<file path="src/rtl/core/u8u16_pkg.sv">
// ----------------------------------------------------------------------------
// UTF-8 to UTF-16 transcoder package
// Beat types, code constants and the helpers that turn a code point into
// one or two UTF-16 code units.
// ----------------------------------------------------------------------------
package u8u16_pkg;

  // Code point and unit constants
  localparam logic [31:0] SuppBase    = 32'h0001_0000;
  localparam logic [15:0] HiSurrBase  = 16'hD800;
  localparam logic [15:0] LoSurrBase  = 16'hDC00;
  localparam logic [1:0]  ContTag     = 2'b10;
  localparam int unsigned MaxUnits    = 4;
  localparam int unsigned QueueDepth  = 2;

  // One input beat: a raw byte of the text
  typedef struct packed {
    logic [7:0] byte_value;
    logic       is_last;
  } in_t;

  // One output beat: a UTF-16 code unit
  typedef struct packed {
    logic [15:0] code_unit;
    logic        last_unit;
    logic [2:0]  bytes_used;
  } out_t;

  // The units of one character: a single unit or a surrogate pair
  typedef struct packed {
    out_t u0;
    out_t u1;
    logic pair;
  } char_units_t;

  // All units caused by one input byte
  typedef struct packed {
    out_t [MaxUnits-1:0] units;
    logic [2:0]          num;
  } bundle_t;

  // Split a code point into units; values at or above 0x10000 form a pair
  function automatic char_units_t emit_char(logic [31:0] cp, logic [2:0] used);
    char_units_t res;
    logic [31:0] r;
    r = cp - SuppBase;
    if (cp >= SuppBase) begin
      res.u0   = '{code_unit: HiSurrBase + r[25:10], last_unit: 1'b0, bytes_used: used};
      res.u1   = '{code_unit: LoSurrBase + {6'd0, r[9:0]}, last_unit: 1'b1,
                   bytes_used: used};
      res.pair = 1'b1;
    end else begin
      res.u0   = '{code_unit: cp[15:0], last_unit: 1'b1, bytes_used: used};
      res.u1   = '0;
      res.pair = 1'b0;
    end
    return res;
  endfunction

  // Sequence length of a lead byte: 2 plus the run of ones from bit 5 down
  function automatic logic [3:0] lead_len(logic [7:0] b);
    logic [3:0] len;
    logic       run;
    len = 4'd2;
    run = 1'b1;
    for (int i = 5; i >= 0; i--) begin
      run = run & b[i];
      len = len + {3'd0, run};
    end
    return len;
  endfunction

  // Lead payload: 0x7F shifted right by the length, shift capped at 6
  function automatic logic [31:0] lead_bits(logic [7:0] b, logic [3:0] len);
    logic [3:0] sh;
    logic [7:0] mask;
    sh   = (len > 4'd6) ? 4'd6 : len;
    mask = 8'h7F >> sh;
    return {24'd0, b & mask};
  endfunction

endpackage

</file>
<file path="src/rtl/core/utf8_to_utf16_transcoder.sv">
// ----------------------------------------------------------------------------
// UTF-8 to UTF-16 transcoder
// Decodes a UTF-8 byte stream and emits UTF-16 code units, one per beat.
// ----------------------------------------------------------------------------
//
//  Channel | Direction | Handshake                 | Payload
//  --------+-----------+---------------------------+--------------------------
//  in      | sink      | in_valid_i / in_stall_o   | in_data_i  (u8u16_pkg::in_t)
//  out     | source    | out_valid_o / out_stall_i | out_data_o (u8u16_pkg::out_t)
//
// A byte is decoded in the cycle it is taken; its units (0 to 3) land in a
// two-entry result queue and leave one per cycle. Throughput is one byte per
// cycle while each byte yields at most one unit; otherwise the output port sets
// the pace. Both hold while out_stall_i is low. in_stall_o rises only when both
// queue entries are full. Reset clears the decoder state and empties the queue.
module utf8_to_utf16_transcoder (
  input  logic            clk_i,
  input  logic            rst_ni,
  input  logic            in_valid_i,
  output logic            in_stall_o,
  input  u8u16_pkg::in_t  in_data_i,
  output logic            out_valid_o,
  input  logic            out_stall_i,
  output u8u16_pkg::out_t out_data_o
);

  // Decoder state
  logic [31:0] acc_q, acc_d;
  logic [2:0]  rem_q, rem_d;
  logic [2:0]  taken_q, taken_d;
  logic        pend_q, pend_d;

  // Result queue
  u8u16_pkg::bundle_t slot_q [u8u16_pkg::QueueDepth];
  u8u16_pkg::bundle_t slot_d [u8u16_pkg::QueueDepth];
  logic [1:0] cnt_q, cnt_d;
  logic [1:0] idx_q, idx_d;

  logic                   in_fire, out_fire, pop, push;
  u8u16_pkg::bundle_t     bnd;
  u8u16_pkg::char_units_t flush_ch, new_ch;
  logic [31:0]            acc_c, lead_acc;
  logic [2:0]             taken_c, rem_c, n1;
  logic [3:0]             len;
  logic [7:0]             b;
  logic                   last, cont;

  assign in_fire  = in_valid_i && !in_stall_o;
  assign in_stall_o = (cnt_q == 2'd2);
  assign out_valid_o = (cnt_q != 2'd0);
  assign out_data_o  = slot_q[0].units[idx_q];
  assign out_fire    = out_valid_o && !out_stall_i;
  assign pop  = out_fire && ({1'b0, idx_q} == slot_q[0].num - 3'd1);
  assign push = in_fire && (bnd.num != 3'd0);

  assign b    = in_data_i.byte_value;
  assign last = in_data_i.is_last;
  assign cont = pend_q && (b[7:6] == u8u16_pkg::ContTag);

  // Decode one byte: next state and the units it releases
  always_comb begin
    acc_d    = acc_q;
    rem_d    = rem_q;
    taken_d  = taken_q;
    pend_d   = pend_q;
    bnd      = '0;
    acc_c    = {acc_q[25:0], b[5:0]};
    taken_c  = taken_q + 3'd1;
    rem_c    = rem_q - 3'd1;
    len      = u8u16_pkg::lead_len(b);
    lead_acc = u8u16_pkg::lead_bits(b, len);
    flush_ch = u8u16_pkg::emit_char(cont ? acc_c : acc_q, cont ? taken_c : taken_q);
    new_ch   = u8u16_pkg::emit_char((b < 8'h80) ? {24'd0, b} : lead_acc, 3'd1);
    n1       = 3'd0;

    if (cont) begin
      // Continuation: shift in six bits, close when full or at text end
      if (rem_c == 3'd0 || last) begin
        bnd.units[0] = flush_ch.u0;
        bnd.units[1] = flush_ch.u1;
        bnd.num      = flush_ch.pair ? 3'd2 : 3'd1;
        acc_d   = '0;
        rem_d   = '0;
        taken_d = '0;
        pend_d  = 1'b0;
      end else begin
        acc_d   = acc_c;
        rem_d   = rem_c;
        taken_d = taken_c;
      end
    end else begin
      // Close an open character early
      if (pend_q) begin
        bnd.units[0] = flush_ch.u0;
        bnd.units[1] = flush_ch.u1;
        n1 = flush_ch.pair ? 3'd2 : 3'd1;
      end
      acc_d   = '0;
      rem_d   = '0;
      taken_d = '0;
      pend_d  = 1'b0;
      if (b < 8'h80 || last) begin
        // Single byte, or a lead flushed by the end of text
        bnd.units[n1[1:0]] = new_ch.u0;
        if (new_ch.pair) begin
          bnd.units[n1[1:0] + 2'd1] = new_ch.u1;
        end
        bnd.num = n1 + (new_ch.pair ? 3'd2 : 3'd1);
      end else begin
        // Open a new character; length is capped at seven
        bnd.num = n1;
        acc_d   = lead_acc;
        taken_d = 3'd1;
        rem_d   = ((len > 4'd7) ? 3'd7 : len[2:0]) - 3'd1;
        pend_d  = 1'b1;
      end
    end
  end

  // Queue: drop the head when its last unit leaves, append new bundles
  always_comb begin
    slot_d = slot_q;
    cnt_d  = cnt_q;
    idx_d  = idx_q;
    if (out_fire) begin
      idx_d = pop ? 2'd0 : idx_q + 2'd1;
    end
    if (pop) begin
      slot_d[0] = slot_q[1];
      cnt_d     = cnt_q - 2'd1;
    end
    if (push) begin
      slot_d[cnt_d[0]] = bnd;
      cnt_d            = cnt_d + 2'd1;
    end
  end

  // Hold control state
  always_ff @(posedge clk_i or negedge rst_ni) begin
    if (!rst_ni) begin
      acc_q   <= '0;
      rem_q   <= '0;
      taken_q <= '0;
      pend_q  <= 1'b0;
      cnt_q   <= '0;
      idx_q   <= '0;
    end else begin
      if (in_fire) begin
        acc_q   <= acc_d;
        rem_q   <= rem_d;
        taken_q <= taken_d;
        pend_q  <= pend_d;
      end
      cnt_q <= cnt_d;
      idx_q <= idx_d;
    end
  end

  // Hold queue payload
  always_ff @(posedge clk_i) begin
    slot_q <= slot_d;
  end

endmodule

</file>
<file path="config.mk">
export PLATFORM = sky130hd
export DESIGN_NAME = utf8_to_utf16_transcoder
export DESIGN_NICKNAME = d
export VERILOG_FILES = /design/src/rtl/core/u8u16_pkg.sv /design/src/rtl/core/utf8_to_utf16_transcoder.sv
export SDC_FILE = /design/constraint.sdc
export NUM_CORES = 1
export LEC_CHECK = 0
export BUFFER_PORTS_ARGS = -buffer_cell sky130_fd_sc_hd__buf_4
export CAP_MARGIN = 10
export CORE_UTILIZATION = 45
export CTS_CLUSTER_SIZE = 10
export DETAILED_ROUTE_END_ITERATION = 8
export GPL_ROUTABILITY_DRIVEN = 0
export SKIP_CTS_REPAIR_TIMING = 1
export SLEW_MARGIN = 20
export SYNTH_ARGS = -nofsm -noshare
export SYNTH_HDL_FRONTEND = slang
export SYNTH_SLANG_ARGS = --single-unit
</file>
<file path="constraint.sdc">
create_clock -name clk_i -period 11.75 [get_ports clk_i]
set_clock_uncertainty 0.2 [all_clocks]
set_input_delay 2.35 -clock clk_i [delete_from_list [all_inputs] [get_ports clk_i]]
set_output_delay 2.35 -clock clk_i [all_outputs]
set_load 0.005 [all_outputs]
</file>
==> results of run 1 <==
[worst max path at each step]
| stage | from | endpoint | cells past startpoint |
|---|---|---|---|
| finish | in_data_i[5] | slot_q[92] | 16 |
| floorplan | in_data_i[5] | slot_q[92] | 16 |
| global placement | in_data_i[5] | slot_q[92] | 16 |
| detailed placement | in_data_i[5] | slot_q[92] | 16 |
| CTS | in_data_i[5] | slot_q[92] | 16 |
| global route | in_data_i[5] | slot_q[92] | 17 |
[power by group through the flow]
stage | Sequential, mW | Combinational (mW) | Clock [mW]
6_report | 1.06 | 0.909 | 0.667
5_1_grt | 1.08 | 1.01 | 0.705
2_1_floorplan | 1.03 | 0.650 | 0
3_5_place_dp | 1.07 | 0.918 | 0
4_1_cts | 1.06 | 0.921 | 0.679
3_3_place_gp | 1.07 | 0.908 | 0
[tightest hold or removal path: stages (launching register included)]
cell and delay [ns]:
dfxtp_1 0.30, nand2_1 0.05, a21oi_1 0.05
[cell usage in the layout, fill, tap and decap left out, types with 4 or more instances in the layout]
cell | Yosys | layout
nor4_1 | 6 | 6
ha_1 | 14 | 13
inv_1 | 19 | 19
o21a_1 | 4 | 4
o21ai_0 | 56 | 56
nor2_1 | 53 | 52
nand4_1 | 9 | 9
conb_1 | 1 | 8
and2_1 | 29 | 27
or3_1 | 4 | 4
clkbuf_16 | 0 | 24
dfxtp_1 | 83 | 83
nand2b_1 | 5 | 5
buf_4 | 1 | 48
o31ai_1 | 9 | 9
a21o_1 | 23 | 23
nand2_1 | 274 | 274
a21oi_1 | 78 | 78
o22ai_1 | 4 | 4
mux4_2 | 20 | 20
dfrtp_1 | 43 | 43
and3_1 | 7 | 7
edfxtp_1 | 76 | 76
clkbuf_1 | 73 | 17
mux2i_1 | 22 | 22
a31oi_1 | 21 | 21
xnor2_1 | 12 | 12
nor3_1 | 21 | 21
o211ai_1 | 4 | 4
nand3_1 | 27 | 27
a211oi_1 | 5 | 5
xor2_1 | 10 | 10
[kinds of logic after synthesis]
kind of cell | Yosys count | synth area share [%]
AOI/OAI and AO/OA | 239 | 14.8
xor gates and xnor gates | 22 | 1.92
adders and majority gates | 17 | 2.34
buffers and inverters | 101 | 3.92
DFF | 202 | 49.9
muxes | 45 | 7.01
other | 1 | 0.0373
and+or+nand+nor | 456 | 20.1
[stage by stage]
stage	hold slack, ns	total power [mW]
final	0.250	2.64
after global routing	0.269	2.80
after CTS	0.252	2.66
after detailed placement	0.245	1.99
after global placement	0.240	1.98
after floorplan	0.233	1.68
[per-layer routing]
| metal | vias to the layer above | routed length [um] | share of wire (%) |
|---|---|---|---|
| met5 | - | 0 | 0 |
| li1 | 3807 | - | - |
| met1 | 3816 | 12100 | 47 |
| met3 | 35 | 1170 | 4.5 |
| met4 | 0 | 498 | 1.9 |
| met2 | 173 | 12100 | 47 |
[cell type report]
cell class	instances	area share, %
clock buffer	41	5.95
clock inverter	3	0.235
inverter	19	0.639
multi-input combinational	787	41.9
sequential	202	45.0
tap	280	3.14
timing repair buffer	48	3.23
==> qor.csv, run 1 <==
metric;value;unit
status;finished clean;
die_w;151;um
drt-wirelength-per-cell;18.8;um
drcViolationCount;0;
period_share;50.3;%
start_kind;primary input;
fin_crit;5.91;ns
die-area;22900;sq um
cts-root-buf;clkbuf_16;
dp_slack;5.34;ns
fp.dieH;151;um
cp_cell_sequence;buf_4 > nand2_1 > inv_1 > nand4_1 > or2_2 > fa_1 > inv_1 > ha_1 > fa_1 > and4b_1 > o21a_1 > o221ai_1 > a2bb2o_1 > a31oi_1 > o21ai_0 > a21o_1;
clockPowerShare;25.3;%
final_area;11200;sq um
drive_above_1_share;10.4;%
io_buffers;34;
fin_cells;1380;
n_fill_cell;2103;
num_rows;54;
cp_top_family;compound AO/OA/AOI/OAI gates;
gr-usage-all-layers;23.3;%
finalMaxSlewViolations;0;
grt_pass1_vias;7398;
ir_drop;0.124;mV
cp_max_fo;11;
gr-max-usage-layer;met2;
synth.area.top_cells;edfxtp_1 23%, dfxtp_1 17%, dfrtp_1 11%;
crit_path_max_incr_delay;0.48;ns
drt-initial-drc-count;612;
max_freq;169;MHz
setup_slack;5.84;ns
worst-path-buf-inv;3;
start_util;45.9;%
dp.cells;1336;
seq_power_share;40.3;%
grt.overflow.total;0;
antenna_cells;0;
synthTopCellsByCount;274 x nand2_1, 83 x dfxtp_1, 78 x a21oi_1;
rr_startpoint;pend_q;
worst_pin_slew;0.980;ns
postLayoutCoreUtil;51.0;%
synth_top_area_cell;edfxtp_1;
grt_antenna_before_repair;0;
setup_tns;0;ns
ys_seq_area_share;49.9;%
r2r_end;slot_q[83];
core-area;21900;sq um
grt_pass1_wl;41700;um
worst_setup_path_end_kind;register;
holdPathEnd;slot_q[143];
dp_hpwl;16400;um
hold_viol_final;0;
yosys_warnings;0;
grtUsageMet1;33.1;%
combPwrFrac;34.5;%
maxCapViolCount;0;
synth_ff_type;dfxtp_1;
synth_top_area_share;22.7;%
grt_max_degree;75;
cts_max_level;1;
p_sw;921;uW
crit_type;in2reg;
min_path_type;reg2reg;
clk_latency;0.52;ns
numCtsBuffers;24;
r2r_slack;7.14;ns
avgSynthCellArea;9.28;sq um
synth_most_common_cell;nand2_1;
dr.pass1.iters;5;
cts_tree;yes;
netlist_area;10100;sq um
drt_wl_total;25900;um
min_from;slot_q[143];
clk_pin_slew;0.06;ns
cp.required;11.96;ns
cts.sink_count;202;
finalNetCount;1112;
rsz0062_at_grt;false;
swShare;34.9;%
seq_area;5020;sq um
clock_path_buffers;3;
setup_viol;0;
power_density;236;nW/um^2
intPower;1.72;mW
r2r_cells;10;
postSynthCellCount;1083;
leakagePower;4.56;nW
synthArstFlopShare;21.3;%
area_delta_synth_final;11.1;%
hold_depth;2;
pin_count;35;
relSlewSlack;34.5;%
crit_slowest_cell;fa_1;
arrival;6.13;ns
antenna_left;0;
multi_input_area;4670;sq um
gr-usage-met3;2.78;%
placed_area;10500;sq um
synth_edf_count;76;
vias;7831;
grt_use_met2;37.6;%
ys_ff_latch;202;
routed_via_density;5.67;
synth_cell_types;71;
No activity file was read; power rests on OpenSTA's default activity.
==> inputs of run 2 (changes only) <==
==> constraint.sdc (replaced) <==
create_clock -name clk_i -period 4.9 [get_ports clk_i]
set_clock_uncertainty 0.2 [all_clocks]
set_input_delay 0.98 -clock clk_i [delete_from_list [all_inputs] [get_ports clk_i]]
set_output_delay 0.98 -clock clk_i [all_outputs]
set_load 0.005 [all_outputs]
==> run 2 against run 1 <==
  * Final area is 2.0% higher
  * Clock power grew to 2.7 times the previous value
  * Sequential share of layout area is 0.88 points lower
  * Routed wire length is 3.4% higher
  * First-iteration DRC count is 16% higher
  * Cell count is 1.2% higher
  * Power is 150% higher
  * Register-to-register slack worse by 6.0 ns
  * Largest power group unchanged
==> qor.csv, run 2 (same netlist as run 1, synthesis figures left out) <==
metric;value;unit
status;finished clean;
cp.required;5.12;ns
die-area;22900;sq um
n_fill_cell;2081;
routed_via_density;5.75;
arrival;4.46;ns
setup_slack;0.663;ns
min_path_type;in2async;
cts.sink_count;202;
grt_antenna_before_repair;0;
start_util;45.9;%
worst_pin_slew;0.864;ns
num_rows;54;
grt_pass1_vias;7860;
worst_setup_path_end_kind;register;
final_common_cell;nand2_1;
dp_slack;0.171;ns
cp_max_fo;11;
numCtsBuffers;25;
grt_max_degree;75;
die_w;151;um
antenna_left;0;
drt-wirelength-per-cell;19.2;um
finalMaxSlewViolations;0;
area_delta_synth_final;13.3;%
power_density;577;nW/um^2
fin_cells;1397;
dr.pass1.iters;5;
fp.dieH;151;um
hold_viol_final;0;
relSlewSlack;42.4;%
grt_pass1_wl;43000;um
ir_drop;0.277;mV
cts-root-buf;clkbuf_16;
finalNetCount;1128;
pin_count;35;
max_freq;236;MHz
clock_path_buffers;3;
period_share;86.5;%
drt-initial-drc-count;707;
cts_max_level;1;
antenna_cells;0;
gr-usage-all-layers;24.1;%
dp_hpwl;17200;um
fin_crit;4.24;ns
postLayoutCoreUtil;52.0;%
io_buffers;34;
cts_tree;yes;
maxCapViolCount;0;
setup_viol;0;
leakagePower;4.68;nW
final_area;11400;sq um
final_cell_mix;274 x nand2_1, 83 x dfxtp_1, 78 x a21oi_1, 76 x edfxtp_1, 62 x buf_4;
clk_latency;0.53;ns
rsz0062_at_grt;false;
clk_pin_slew;0.06;ns
drt_wl_total;26800;um
start_kind;primary input;
setup_tns;0;ns
grt.overflow.total;0;
r2r_slack;1.12;ns
dp.cells;1351;
core-area;21900;sq um
drcViolationCount;0;
crit_type;in2reg;
vias;8037;
placed_area;10600;sq um
drive_above_1_share;11.8;%
-- run 2: cell types whose count changed in the layout (fill, tap and decap cells not counted) --
cell,delta
and2_1,+1
and2_2,-1
buf_12,+1
buf_4,+14
bufinv_16,+1
clkbuf_1,-2
clkbuf_16,+2
clkbuf_8,+2
clkinv_2,-1
clkinv_8,-1
inv_16,+1
-- run 2: layer usage --
| layer | GRT usage, % | wire [um] |
|---|---|---|
| met2 | 39.7 | 12600 |
| met3 | 2.81 | 1310 |
| met1 | 33.4 | 12200 |
| met4 | 7.10 | 635 |
| met5 | 0 | 0 |
-- run 2: area by class of cell --
| cell class | count | area (sq um) | share of cell area (%) |
|---|---|---|---|
| clock buffers | 43 | 734 | 6.45 |
| clock inverters | 3 | 55.1 | 0.483 |
| inverters | 19 | 71.3 | 0.626 |
| multi-input cells | 787 | 4670 | 41.0 |
| flip-flops and latches | 202 | 5020 | 44.1 |
| well taps | 280 | 350 | 3.08 |
| repair buffers | 63 | 485 | 4.26 |
-- run 2: stage by stage --
| step | total power, mW | hold slack (ns) |
|---|---|---|
| after floorplan | 4.04 | 0.233 |
| after global placement | 4.78 | 0.239 |
| after detailed placement | 4.83 | 0.245 |
| after CTS | 6.63 | 0.251 |
| after global routing | 6.96 | 0.263 |
| final | 6.57 | 0.250 |
-- run 2: path summary, 6_finish.rpt --
kind,cells after the start,start,to
worst min-delay path,1,rst_ni,rem_q[0]
worst max register to register,11,pend_q,slot_q[92]
worst max-delay path,16,in_data_i[6],slot_q[92]
max in group asynchronous,1,rst_ni,cnt_q[0]
min in group clk_i,2,slot_q[155],slot_q[155]
worst min register to register,2,slot_q[155],slot_q[155]
-- run 2: power breakdown --
group / total [mW] / internal, mW / switching, mW
sequential: 2.54 / 2.30 / 0.234
combinational: 2.25 / 0.933 / 1.32
clock: 1.78 / 1.07 / 0.710
-- run 2: critical path, stage by stage --
cell and delay, ns:
buf_4 0.16, nand2_1 0.09, inv_1 0.14, nand4_1 0.16
or2_2 0.31, fa_1 0.48, inv_1 0.04, ha_1 0.21
fa_1 0.43, and4b_1 0.23, o21a_1 0.21, o221ai_1 0.25
a2bb2o_1 0.31, a31oi_1 0.13, o21ai_0 0.13, a21o_1 0.20
==> inputs of run 3 (changes only) <==
--- a/config.mk
+++ b/config.mk
@@ -11,6 +11,7 @@
 export CTS_CLUSTER_SIZE = 10
 export DETAILED_ROUTE_END_ITERATION = 8
 export GPL_ROUTABILITY_DRIVEN = 0
+export RECOVER_POWER = 25
 export SKIP_CTS_REPAIR_TIMING = 1
 export SLEW_MARGIN = 20
 export SYNTH_ARGS = -nofsm -noshare
==> run 3 against run 2 <==
  * The run now ends with capacitance limit, slew limit left
  * Critical path depth is 1 higher
  * Non-clock buffer count stayed put
  * Clock-buffer cell count stayed put
  * Via count hardly changed
  * Largest cell class unchanged
  * Highest routed layer unchanged
==> qor.csv, run 3 (same netlist as run 1, synthesis figures left out) <==
metric;value;unit
status;complete, but fails checks;
violations;capacitance limit, slew limit;
final_area;11400;sq um
dp.cells;1351;
cp_max_fo;11;
cts_max_level;1;
crit_type;in2reg;
cts_tree;yes;
finalNetCount;1128;
swShare;34.5;%
final_common_cell;nand2_1;
rr_startpoint;cnt_q[0];
ir_drop;0.278;mV
start_kind;primary input;
r2r_slack;1.08;ns
total_power;6.56;mW
power_density;577;nW/um^2
drt_wl_total;26700;um
intPower;4.29;mW
n_fill_cell;2088;
fin_cells;1397;
worst_pin_slew;2.48;ns
placed_area;10600;sq um
combPwrFrac;34.2;%
cts-root-buf;clkbuf_16;
clk_pin_slew;0.06;ns
worst_path_most_repeated_cell;inv_1;
grt.overflow.total;0;
endpoint;slot_q[92];
grt_pass1_wl;43000;um
drive_above_1_share;11.2;%
cp_cell_sequence;buf_4 > nand2_1 > inv_1 > nand4_1 > or2_2 > fa_1 > inv_1 > ha_1 > inv_1 > fa_1 > nand2b_1 > o21ai_0 > o221ai_1 > a2bb2o_1 > a31oi_1 > o21ai_0 > a21o_1;
vias;8031;
antenna_cells;0;
io_buffers;34;
grt_antenna_before_repair;0;
clockPowerShare;27.1;%
maxCapViolCount;2;
clk_latency;0.53;ns
period_share;86.6;%
die-area;22900;sq um
worst_setup_path_end_kind;register;
crit_path_max_incr_delay;0.56;ns
seq_area;5020;sq um
area_delta_synth_final;13.1;%
dp_hpwl;17200;um
core-area;21900;sq um
r2r_end;slot_q[89];
final_cell_mix;274 x nand2_1, 83 x dfxtp_1, 78 x a21oi_1, 76 x edfxtp_1, 57 x buf_4;
dr.pass1.iters;6;
crit_slowest_cell;fa_1;
hold_viol_final;0;
min_path_type;reg2reg;
drcViolationCount;0;
pin_count;35;
die_w;151;um
multi_input_area;4670;sq um
clock_path_buffers;3;
fp.dieH;151;um
seq_power_share;38.7;%
setup_viol;0;
cp.required;5.12;ns
cts.sink_count;202;
grt_max_degree;75;
num_rows;54;
drt-initial-drc-count;699;
crit_path_start;in_data_i[5];
relSlewSlack;-65.1;%
r2r_cells;9;
start_util;45.9;%
gr-usage-all-layers;24.1;%
p_sw;2.26;mW
fin_crit;4.24;ns
drt-wirelength-per-cell;19.1;um
setup_tns;0;ns
rsz0062_at_grt;false;
max_freq;236;MHz
routed_via_density;5.75;
grt_pass1_vias;7860;
finalMaxSlewViolations;84;
leakagePower;4.66;nW
antenna_left;0;
arrival;4.47;ns
numCtsBuffers;25;
-- run 3: cell types whose count changed in the layout (fill, tap and decap cells not counted) --
cell / change
nor2_2: -1
and2_0: +5
and4_2: -1
mux2_1: +1
nor2_1: +1
and4_1: +1
mux2_2: -1
buf_4: -5
clkbuf_4: +1
and2_1: -5
clkbuf_1: +4
-- run 3: through the flow --
| step | setup WS, ns | hold WS (ns) | util (%) |
|---|---|---|---|
| floorplan | 0.120 | 0.233 | - |
| global placement | 0.253 | 0.239 | 48.4 |
| detailed placement | 0.171 | 0.245 | 48.4 |
| CTS | 0.687 | 0.251 | 52.0 |
| global route | 0.389 | 0.263 | 51.9 |
| finish | 0.659 | 0.253 | 51.9 |
-- run 3: routing by layer --
layer  global-route usage (%)  wire [um]  vias up
met4                     7.10        686        0
met2                     39.7      12600      237
met5                        0          0        -
met1                     33.4      12200     3909
met3                     2.81       1330       51
li1                         -          -     3834
-- run 3: worst min-delay path by stage --
stage / cells after the start / end / start
finish: 2 / slot_q[138] / slot_q[138]
global route: 2 / slot_q[127] / slot_q[127]
CTS: 2 / slot_q[155] / slot_q[155]
detailed placement: 2 / slot_q[138] / slot_q[138]
global placement: 2 / slot_q[139] / slot_q[139]
floorplan: 2 / slot_q[126] / slot_q[126]
-- run 3: critical path, delay by kind of cell --
family / cells / cell delay (ns)
AO/OA/AOI/OAI: 6 / 1.11
buffers and inverters: 4 / 0.43
AND/OR/NAND/NOR: 4 / 0.75
adder cells (fa/ha/maj): 3 / 1.18
-- run 3: power groups by stage --
| stage | Clock (mW) | Sequential (mW) | Combinational (mW) |
|---|---|---|---|
| finish | 1.78 | 2.54 | 2.24 |
| global route | 1.88 | 2.58 | 2.48 |
| CTS | 1.81 | 2.54 | 2.28 |
| detailed placement | 0 | 2.56 | 2.26 |
| global placement | 0 | 2.55 | 2.23 |
| floorplan | 0 | 2.48 | 1.56 |
-- run 3: final cells by class --
type | count | share of cell area [%]
tap | 280 | 3.08
sequential | 202 | 44.1
timing repair buffer | 63 | 4.14
clock buffer | 43 | 6.46
inverter | 19 | 0.627
clock inverter | 3 | 0.484
multi-input combinational | 787 | 41.1
